===== config.mk =====
export PLATFORM = sky130hd
export DESIGN_NAME = prbm_ram
export DESIGN_NICKNAME = d
export VERILOG_FILES = /design/src/rtl/core/assert_macros.svh /design/src/rtl/core/prbm_ram.sv
export SDC_FILE = /design/constraint.sdc
export NUM_CORES = 2
export LEC_CHECK = 0
export ABC_AREA = 0
export BUFFER_PORTS_ARGS = -buffer_cell sky130_fd_sc_hd__buf_2
export CAP_MARGIN = 25
export CORE_MARGIN = 2
export CORE_UTILIZATION = 55
export CTS_CLUSTER_SIZE = 16
export DETAILED_ROUTE_END_ITERATION = 10
export PLACE_DENSITY = 0.68
export SKIP_CTS_REPAIR_TIMING = 1
export SLEW_MARGIN = 15
export SYNTH_ARGS = -nofsm -noshare
export SYNTH_HDL_FRONTEND = slang
export SYNTH_SLANG_ARGS = --single-unit
export TNS_END_PERCENT = 20

===== constraint.sdc =====
create_clock -name clk -period 8.15 [get_ports clk]
set_input_delay 1.63 -clock clk [delete_from_list [all_inputs] [get_ports clk]]
set_output_delay 1.63 -clock clk [all_outputs]
set_load 0.05 [all_outputs]

===== src/rtl/core/assert_macros.svh =====
// Assertion macros shared by the RSSI running-mean RTL.
`ifndef ASSERT_MACROS_SVH
`define ASSERT_MACROS_SVH

// Check that a property holds at every clock edge outside reset.
`define CHK_ALWAYS(lbl, prop, msg) \
  lbl: assert property (@(posedge clk) disable iff (rst) (prop)) else $error(msg);

// Check that a condition is never true outside reset.
`define CHK_NEVER(lbl, cond, msg) \
  lbl: assert property (@(posedge clk) disable iff (rst) !(cond)) else $error(msg);

`endif


===== src/rtl/core/prbm_ram.sv =====
// Generic single-write, single-read RAM with registered read data.
`timescale 1ns / 1ps

module prbm_ram #(
  parameter int W     = 32,
  parameter int DEPTH = 64,
  localparam int AW   = (DEPTH > 1) ? $clog2(DEPTH) : 1
) (
  input  logic          clk,
  input  logic          we,
  input  logic [AW-1:0] waddr,
  input  logic [W-1:0]  wdata,
  input  logic [AW-1:0] raddr,
  output logic [W-1:0]  rdata
);

  logic [W-1:0] mem [DEPTH];

  always_ff @(posedge clk) begin
    if (we) begin
      mem[waddr] <= wdata;
    end
    rdata <= mem[raddr];
  end

endmodule


==> PnR_summary.wiki <==
{| class="wikitable"
! Metric !! Value
|-
| Clock network latency to the later pin of the worst-skew pair || 840 ps
|-
| Number of port buffers || 77
|-
| Critical path endpoint category || flip-flop
|-
| Die Area || 146000 um^2
|-
| Count of unresolved DRC violations after routing || 0
|-
| Number of sinks on the clock net || 2080
|-
| Maximum number of pins on one net before global-route repair || around 110
|-
| Final weighted congestion in routability-driven placement || 0.816
|-
| Leakage power || 27.6 nW
|-
| Power Dens Cells || approximately 250 nW/um^2
|-
| Synthesized area || 78500 um^2
|-
| Final wirelength || between 200000 and 250000 um
|-
| Top post-synthesis cells by area || edfxtp_1, mux4_2, mux2i_1
|-
| Most area-hungry cell type in the Yosys netlist || edfxtp_1
|-
| CTS tree || built
|-
| Fraction of the yosys area taken by sequential cells || 79.1%
|-
| Count of nets after finishing || 3590
|-
| Crit path required time || just under 9000 ps
|-
| Routed via count || 37700
|-
| Final sum of negative setup slack || 0 ps
|-
| Unrepaired setup endpoints after global routing || no
|-
| Number of cells produced by synthesis || 3324
|-
| Core area || 142000 um^2
|-
| Hold WC Path Type || reg2reg
|-
| Layout Utilization || 62.6%
|-
| Number of library cell types mapped by synthesis || 34
|-
| Number of optimization iterations in the first detailed-route pass || 7
|-
| Die W || 382 um
|-
| Vias per std cell || 6.72
|-
| VDD IR max || slightly above 200 uV
|-
| Total of flip-flops plus latches after synthesis || between 2000 and 2500
|-
| Fin. max-slew vios || 0
|-
| Total number of yosys warnings || 0
|-
| Antenna-violating nets left || 0
|-
| Fmax || about 220 MHz
|-
| Number of global-route vias before repair || 37400
|-
| Post-route clock period utilization || 55.6%
|-
| Max Fanout on Critical Path || 92
|-
| Standard cell area after detailed placement || 81900 um^2
|-
| Layout cells sized above 1 || 29.8%
|-
| Area grow syn2layout || 12.9%
|-
| # H-tree levels || 4
|-
| Slew at the pin closest to its max-slew limit || 1050 ps
|-
| Max capacitance violation total || 0
|-
| HPWL after detailed placement || 108000 um
|-
| Library cell used as clock root buffer || clkbuf_16
|-
| Final-report hold violation count || 0
|-
| Final worst slack || approximately 3600 ps
|-
| Share of the synthesized area in the top cell type || roughly four fifths
|-
| Synthesized Nets || 3370
|-
| Chip Height || 382 um
|-
| Area of all placed cells without fillers || 88700 um^2
|-
| Row count || 138
|-
| Number of clock buffers inserted by TritonCTS || 199
|-
| Initial DRC count || ~5700
|-
| Slowest stage cell, crit path || o22ai_1
|-
| Initial antenna violation count || 18
|-
| Number of I/O pins || 78
|-
| Fin crit period || 4530 ps
|-
| Setup crit start kind || input port
|-
| Cell chain of the critical path || buf_8 > buf_12 > buf_4 > mux4_2 > mux4_2 > o22ai_1 > nor2_1
|-
| Wire length of the first global-routing pass || 288000 um
|-
| Routed len/inst || 36.6 um
|-
| Largest buffer count on any clock path || 3
|-
| Critical path's largest stage delay || 770 ps
|-
| Status || completed
|-
| Count of endpoints failing setup in the final report || 0
|-
| Clock transition at the registers of the reported paths || 60 ps
|-
| Worst setup timing slack at the placement stage || 2660 ps
|-
| Mapped Avg Cell Area || around 24 um^2
|-
| Critical path class || in2reg
|-
| Most Frequent Cell on Critical Path || mux4_2
|-
| Global routing usage summed across all routing layers || 28.5%
|-
| Data arrival time of the critical path || 5220 ps
|-
| Post-Route Skew || 39.2 ps
|-
| Slew HR || 29.6%
|-
| Effective utilization at floorplan || 55.5%
|-
| Total congestion overflow after global routing || 0
|}
-- state kept, by name (all words and copies together), names as in the netlist --
name / cells
mem: 2048
rdata: 32
-- per-stage QoR --
step | total power [W] | instances | hold WS (ps)
4_1_cts | 0.0223 | 5600 | 758
3_5_place_dp | 0.0133 | 5226 | 745
5_1_grt | 0.0228 | 5607 | 839
6_report | 0.0223 | 5614 | 755
2_1_floorplan | 0.0127 | 3324 | 663
3_3_place_gp | 0.0133 | 5222 | 719
-- cell type report --
| class | count | area, um^2 |
|---|---|---|
| clock buffers | 263 | 5410 |
| well taps | 1890 | 2360 |
| clock inverters | 111 | 1170 |
| fillers | 9253 | 52900 |
| diodes | 7 | 17.5 |
| repair buffers | 201 | 1590 |
| multi-input cells | 1062 | 16000 |
| flip-flops and latches | 2080 | 62100 |
-- critical path, delay by kind of cell --
kind / cells / cell delay, ps
compound gates: 1 / 770
buf+inv: 3 / 1540
mux: 2 / 940
simple gates: 1 / 110
-- cell families (layout without fill, tap and decap cells) --
kind of cell | Yosys count | in the layout | share of synthesized area, %
other cells | 0 | 7 | 0
mux | 637 | 637 | 16.8
buf+inv | 182 | 575 | 1.13
simple gates | 223 | 223 | 1.27
flops | 2080 | 2080 | 79.1
compound gates | 202 | 202 | 1.67
-- report_power, final --
part | internal, W | total (W) | switching [W]
Combinational | 0.000397 | 0.00118 | 0.000778
Clock | 0.00521 | 0.00919 | 0.00397
Sequential | 0.0118 | 0.0119 | 0.0000590
Total | 0.0175 | 0.0223 | 0.00481
-- placed cells by master, fill, tap and decap left out, drive strengths merged, types with 7 or more instances in the layout --
| master | Yosys | layout |
|---|---|---|
| a21oi | 62 | 62 |
| a22oi | 12 | 12 |
| a311oi | 8 | 8 |
| buf | 108 | 201 |
| bufinv | 0 | 16 |
| clkbuf | 74 | 263 |
| clkinv | 0 | 84 |
| dfxtp | 32 | 32 |
| diode | 0 | 7 |
| edfxtp | 2048 | 2048 |
| inv | 0 | 7 |
| mux2i | 93 | 93 |
| mux4 | 544 | 544 |
| nand2 | 26 | 26 |
| nand2b | 8 | 8 |
| nor2 | 137 | 137 |
| nor2b | 15 | 15 |
| nor3 | 7 | 7 |
| o221ai | 27 | 27 |
| o22ai | 84 | 84 |
-- final timing paths --
path	end	cells past startpoint	slack (ps)	from
worst max-delay path	rdata[10]	7	3620	raddr[1]
worst min-delay path	rdata[17]	4	760	mem[28][17]
worst max register to register	rdata[11]	4	5730	mem[15][11]
worst min register to register	rdata[17]	4	760	mem[28][17]
-- cells in the mapped netlist --
library cell / number
buf_2: 57
buf_6: 5
buf_4: 25
or3b_2: 3
edfxtp_1: 2048
a41o_1: 4
nand2b_1: 8
or2_2: 1
a22oi_1: 12
a21oi_1: 62
mux4_2: 544
o32ai_1: 4
a31oi_1: 1
or3b_1: 2
mux2i_1: 93
or3_1: 3
nand3_1: 5
nand4b_1: 1
nand3b_1: 5
nor2b_1: 15
buf_1: 21
and3_1: 4
nand4_1: 2
or2_0: 1
a311oi_1: 8
and2_1: 2
nand2_1: 26
o221ai_1: 27
or2_1: 1
nor3_1: 7
nor2_1: 137
o22ai_1: 84
dfxtp_1: 32
clkbuf_1: 74
-- metal layers --
layer  track usage [%]  wire [um]
met1              40.8      75800
met2              44.7      99200
met3              6.19      24600
met4              8.83       5960
met5                 0         48
(Power assumes the default switching activity.)
