$ cat config.mk
export PLATFORM = sky130hd
export DESIGN_NAME = prbm_div
export DESIGN_NICKNAME = d
export VERILOG_FILES = /design/src/rtl/core/assert_macros.svh /design/src/rtl/core/prbm_pkg.sv /design/src/rtl/core/prbm_div.sv
export SDC_FILE = /design/constraint.sdc
export NUM_CORES = 1
export LEC_CHECK = 0
export BUFFER_PORTS_ARGS = -buffer_cell sky130_fd_sc_hd__buf_2
export CAP_MARGIN = 20
export CORE_MARGIN = 4
export CORE_UTILIZATION = 60
export DETAILED_ROUTE_END_ITERATION = 6
export PLACE_DENSITY_LB_ADDON = 0.08
export SYNTH_ARGS = -nofsm -noshare
export SYNTH_HDL_FRONTEND = slang
export SYNTH_SLANG_ARGS = --single-unit
$ cat constraint.sdc
create_clock -name clk -period 6.6 [get_ports clk]
set_input_delay 0 -clock clk [delete_from_list [all_inputs] [get_ports clk]]
set_output_delay 0 -clock clk [all_outputs]
set_load 0.01 [all_outputs]
$ cat src/rtl/core/assert_macros.svh
// Assertion macros shared by the RSSI running-mean RTL.
`ifndef ASSERT_MACROS_SVH
`define ASSERT_MACROS_SVH

// Check that a property holds at every clock edge outside reset.
`define CHK_ALWAYS(lbl, prop, msg) \
  lbl: assert property (@(posedge clk) disable iff (rst) (prop)) else $error(msg);

// Check that a condition is never true outside reset.
`define CHK_NEVER(lbl, cond, msg) \
  lbl: assert property (@(posedge clk) disable iff (rst) !(cond)) else $error(msg);

`endif

$ cat src/rtl/core/prbm_pkg.sv
// Shared types and constants for the per-BSSID RSSI running-mean block.
`timescale 1ns / 1ps

package prbm_pkg;

  localparam int MAC_W  = 48;
  localparam int RSSI_W = 8;
  localparam int MEAN_W = 16;
  localparam int CNT_W  = 16;
  localparam int NUM_W  = 34;        // |mean*count + sample| fits here
  localparam int DVS_W  = CNT_W + 1; // count + 1 up to 65536
  localparam int DATA_W = MEAN_W + CNT_W;

  localparam logic [CNT_W-1:0] CNT_MAX = '1;

  localparam int DEF_TABLE_DEPTH = 64;

  typedef struct packed {
    logic             start;
    logic             neg;
    logic [NUM_W-1:0] dividend;
    logic [DVS_W-1:0] divisor;
  } div_req_t;

  typedef struct packed {
    logic              done;
    logic [MEAN_W-1:0] quotient;
  } div_rsp_t;

endpackage

$ cat src/rtl/core/prbm_div.sv
// Restoring divider, one quotient bit per cycle, truncating toward zero.
`timescale 1ns / 1ps

module prbm_div
  import prbm_pkg::*;
(
  input  logic     clk,
  input  logic     rst,
  input  div_req_t req,
  output div_rsp_t rsp
);

  localparam int SW = $clog2(NUM_W);

  logic             busy;
  logic             done;
  logic [SW-1:0]    step;
  logic             neg;
  logic [NUM_W-1:0] dvd;
  logic [DVS_W-1:0] dvs;
  logic [DVS_W-1:0] rem;
  logic [DVS_W:0]   rem_sh;
  logic             ge;
  logic [MEAN_W-1:0] mag;

  assign rem_sh = {rem, dvd[NUM_W-1]};
  assign ge     = rem_sh >= {1'b0, dvs};

  always_ff @(posedge clk) begin
    if (rst) begin
      busy <= 1'b0;
      done <= 1'b0;
      step <= '0;
    end else begin
      done <= 1'b0;
      if (req.start) begin
        busy <= 1'b1;
        step <= '0;
      end else if (busy) begin
        step <= step + 1'b1;
        if (step == SW'(NUM_W - 1)) begin
          busy <= 1'b0;
          done <= 1'b1;
        end
      end
    end
  end

  always_ff @(posedge clk) begin
    if (req.start) begin
      dvd <= req.dividend;
      dvs <= req.divisor;
      neg <= req.neg;
      rem <= '0;
    end else if (busy) begin
      // shift in next dividend bit, quotient bits fill from the bottom
      rem <= ge ? DVS_W'(rem_sh - {1'b0, dvs}) : rem_sh[DVS_W-1:0];
      dvd <= {dvd[NUM_W-2:0], ge};
    end
  end

  assign mag          = dvd[MEAN_W-1:0];
  assign rsp.done     = done;
  assign rsp.quotient = neg ? MEAN_W'(-mag) : mag;

endmodule

==> summary.md <==
| Metric | Value |
|---|---|
| Status | complete, no violations |
| Post-synthesis register bit count | 77 |
| Number of synthesized flops with an enable pin | 52 |
| First-pass GRT wire length | roughly 17000 um |
| Reg clk slew, reported paths | 100 ps |
| Max-cap violations | 0 |
| Top cell type by total area after synthesis | edfxtp_1 |
| Final cell count without fillers | roughly 640 |
| Root buffer cell | clkbuf_8 |
| Tot GR Track Use | 0.247 |
| CP endpoint kind | flip-flop |
| Final core occ | 0.798 |
| Top FF cell, synth | edfxtp_1 |
| Number of iterations in the first detailed-routing pass | 4 |
| Power Density | 215 nW/um^2 |
| Avg WL per Cell | 16.4 um |
| Vias in the first global route | around 3500 |
| Setup-failing EPs final | 0 |
| CTS sink count | 77 |
| Startpoint Class | flip-flop |
| Core ar. | 6940 um^2 |
| RSZ-0062 raised after global routing | no |
| Max-slew headroom | 0.439 |
| Max Root-Sink Buffers | 2 |
| Synth Area per Inst | 10.5 um^2 |
| Initial Util | 0.633 |
| I/O pins | 72 |
| WL final | 10500 um |
| Drt drc | 0 |
| Skew final | 15.9 ps |
| H-tree levels | 3 |
| Yosys warns | 0 |
| F_max | 0.328 GHz |
| Grt total ovfl | 0 |
| Post-synthesis cell type count | 54 |
| Largest net degree at the start of global routing | 73 |
| Resize count post-CTS | 0 |
| Height of the die | 93.6 um |
| Slew @ Worst Pin | 841 ps |
| CP max FO | 13 |
| Initial drt markers | 208 |
| Fin. Hold Viols | 0 |
| Total Neg Setup Slack | 0 ps |
| Port Buf Inserts | 71 |
| DIE WIDTH | 93.6 um |
| DP HPWL | 6640 um |
| Post-Syn Area | 4400 um^2 |
| Critical path class | reg -> reg |
| Fin crit period | about 3000 ps |
| Final slew viol count | 0 |
| Ant diodes | 0 |
| Cells after Synth | 417 |
| FP Rows | 30 |
| Dominant cells by area after synthesis | edfxtp_1, dfxtp_1, mux2_2 |
| Critical Path RT | 6900 ps |
| Crit path arrival time | between 3000 and 4000 ps |
| Die area | 8760 um^2 |
| Layout cells sized above 1 | 0.247 |
| Leak Pwr | 2.28 nW |
| Total nets after synthesis | 493 |
| Fin nets | roughly 610 |
| Placed cells | around 570 |
| TritonCTS Buffers | 9 |
| Maximum VDD drop | 0.000166 V |
| Sequential cell area fraction in the yosys report | 0.469 |
| Hold WC Path Type | in -> reg |
| Post-synth ARST share | 0 |
| Area Growth Syn to Fin | 25.9% |
| CTS tree | built |
| Ratio of final minimum period to clock period | 0.462 |
| RePlAce Congestion | 0.882 |
| Antenna violations before repair | 0 |
| Top-area cell type share of the netlist area | 0.355 |
| Post-route ant nets | 0 |
| DR vias | approximately 3600 |
| Vias per inst | 5.59 |
| Worst skew pair latency | 370 ps |
per-layer routing:
metal | part of all wire | global-route usage | vias up
li1 | - | - | 1762
met1 | 0.42 | 0.309 | 1698
met2 | 0.51 | 0.423 | 93
met3 | 0.048 | 0.0628 | 15
met4 | 0.017 | 0.0722 | 0
met5 | 0 | 0 | -
state kept, by name (all words and copies together), names as in the netlist:
signal	cells
dvd	34
rem	17
done	1
neg	1
step	6
dvs	17
busy	1
cell usage in the layout (no fill, tap or decap), types with 3 or more instances in the layout:
master and count:
clkbuf_8 9, mux2_2 33, o21ai_0 25, buf_4 3, nand2_1 36, and3_1 4
nand3_1 5, dfxtp_1 25, dlygate4sd3_1 53, nand2b_1 7, a21o_1 6, a211oi_1 9
xnor2_1 20, mux2i_1 10, xor2_1 8, or2_2 3, o31ai_1 5, a21oi_1 16
buf_2 71, nand4_1 5, inv_1 23, nor3_1 8, nor2_1 33, ha_1 20
edfxtp_1 52, or4_1 3, or3_1 8
metrics by stage:
step	power [mW]	area (um^2)	setup slack, ps	hold WS, ps
after global placement	0.815	4800	3510	170
after global routing	1.25	5540	3330	332
after detailed placement	0.824	4820	3550	175
after CTS	1.19	5540	3540	324
final	1.19	5540	3550	345
after floorplan	0.752	4400	3910	72.4
worst max-delay path, cell delays in order (launching register included):
cell and delay (ps):
edfxtp_1 360, inv_1 80, ha_1 170, inv_1 50, fa_1 390, a21o_1 220
a221oi_2 420, nor3b_2 330, o311ai_4 230, buf_8 240, mux2_2 280, a211oi_2 200
path summary, 6_finish.rpt:
kind,endpoint,cells after the start,from,slack (ps)
hold / removal,dvs[15],2,req[15],350
setup / recovery,rem[0],11,dvd[33],3550
hold reg to reg,rem[11],2,rem[11],490
setup reg to reg,rem[0],11,dvd[33],3550
cells in the mapped netlist, drive strengths merged (4+ instances only):
cell	number
nand2	36
or3	8
nand3	5
a211oi	10
inv	23
nor3	8
and3	4
mux2	33
nor2	33
mux2i	10
buf	8
xor2	8
o21ai	26
xnor2	20
a21oi	16
clkbuf	11
dfxtp	25
nand2b	7
o31ai	5
nand4	5
a21o	6
edfxtp	52
ha	20
cells by family after synthesis:
| logic type | after synthesis | share of synthesized area |
|---|---|---|
| and+or+nand+nor | 121 | 0.133 |
| adders and majority gates | 21 | 0.0615 |
| muxes | 43 | 0.107 |
| DFF | 77 | 0.469 |
| xor gates and xnor gates | 28 | 0.0558 |
| AOI/OAI and AO/OA | 85 | 0.133 |
| buffers and inverters | 42 | 0.0404 |
what timing repair did:
item / CTS / global route
hold buffers: 53 / 0
hold endpoints to repair: 60 / 0
setup buffers: 0 / 0
power by group:
group / internal, mW / total (mW) / leakage (nW) / switching (mW)
clock: 0.146 / 0.349 / 0.0943 / 0.204
combinational: 0.127 / 0.259 / 1.46 / 0.132
sequential: 0.559 / 0.585 / 0.723 / 0.0256
total: 0.832 / 1.19 / 2.28 / 0.361
cell type report:
cell class                      instances  area (um^2)
Tap cell                               96          120
Inverter                               23         86.3
Clock buffer                            9          124
Multi-Input combinational cell        298         2160
Timing Repair Buffer                  128          923
Sequential cell                        77         2060
Clock inverter                          7         65.1
Fill cell                             447         1410
No activity file was read; power rests on OpenSTA's default activity.
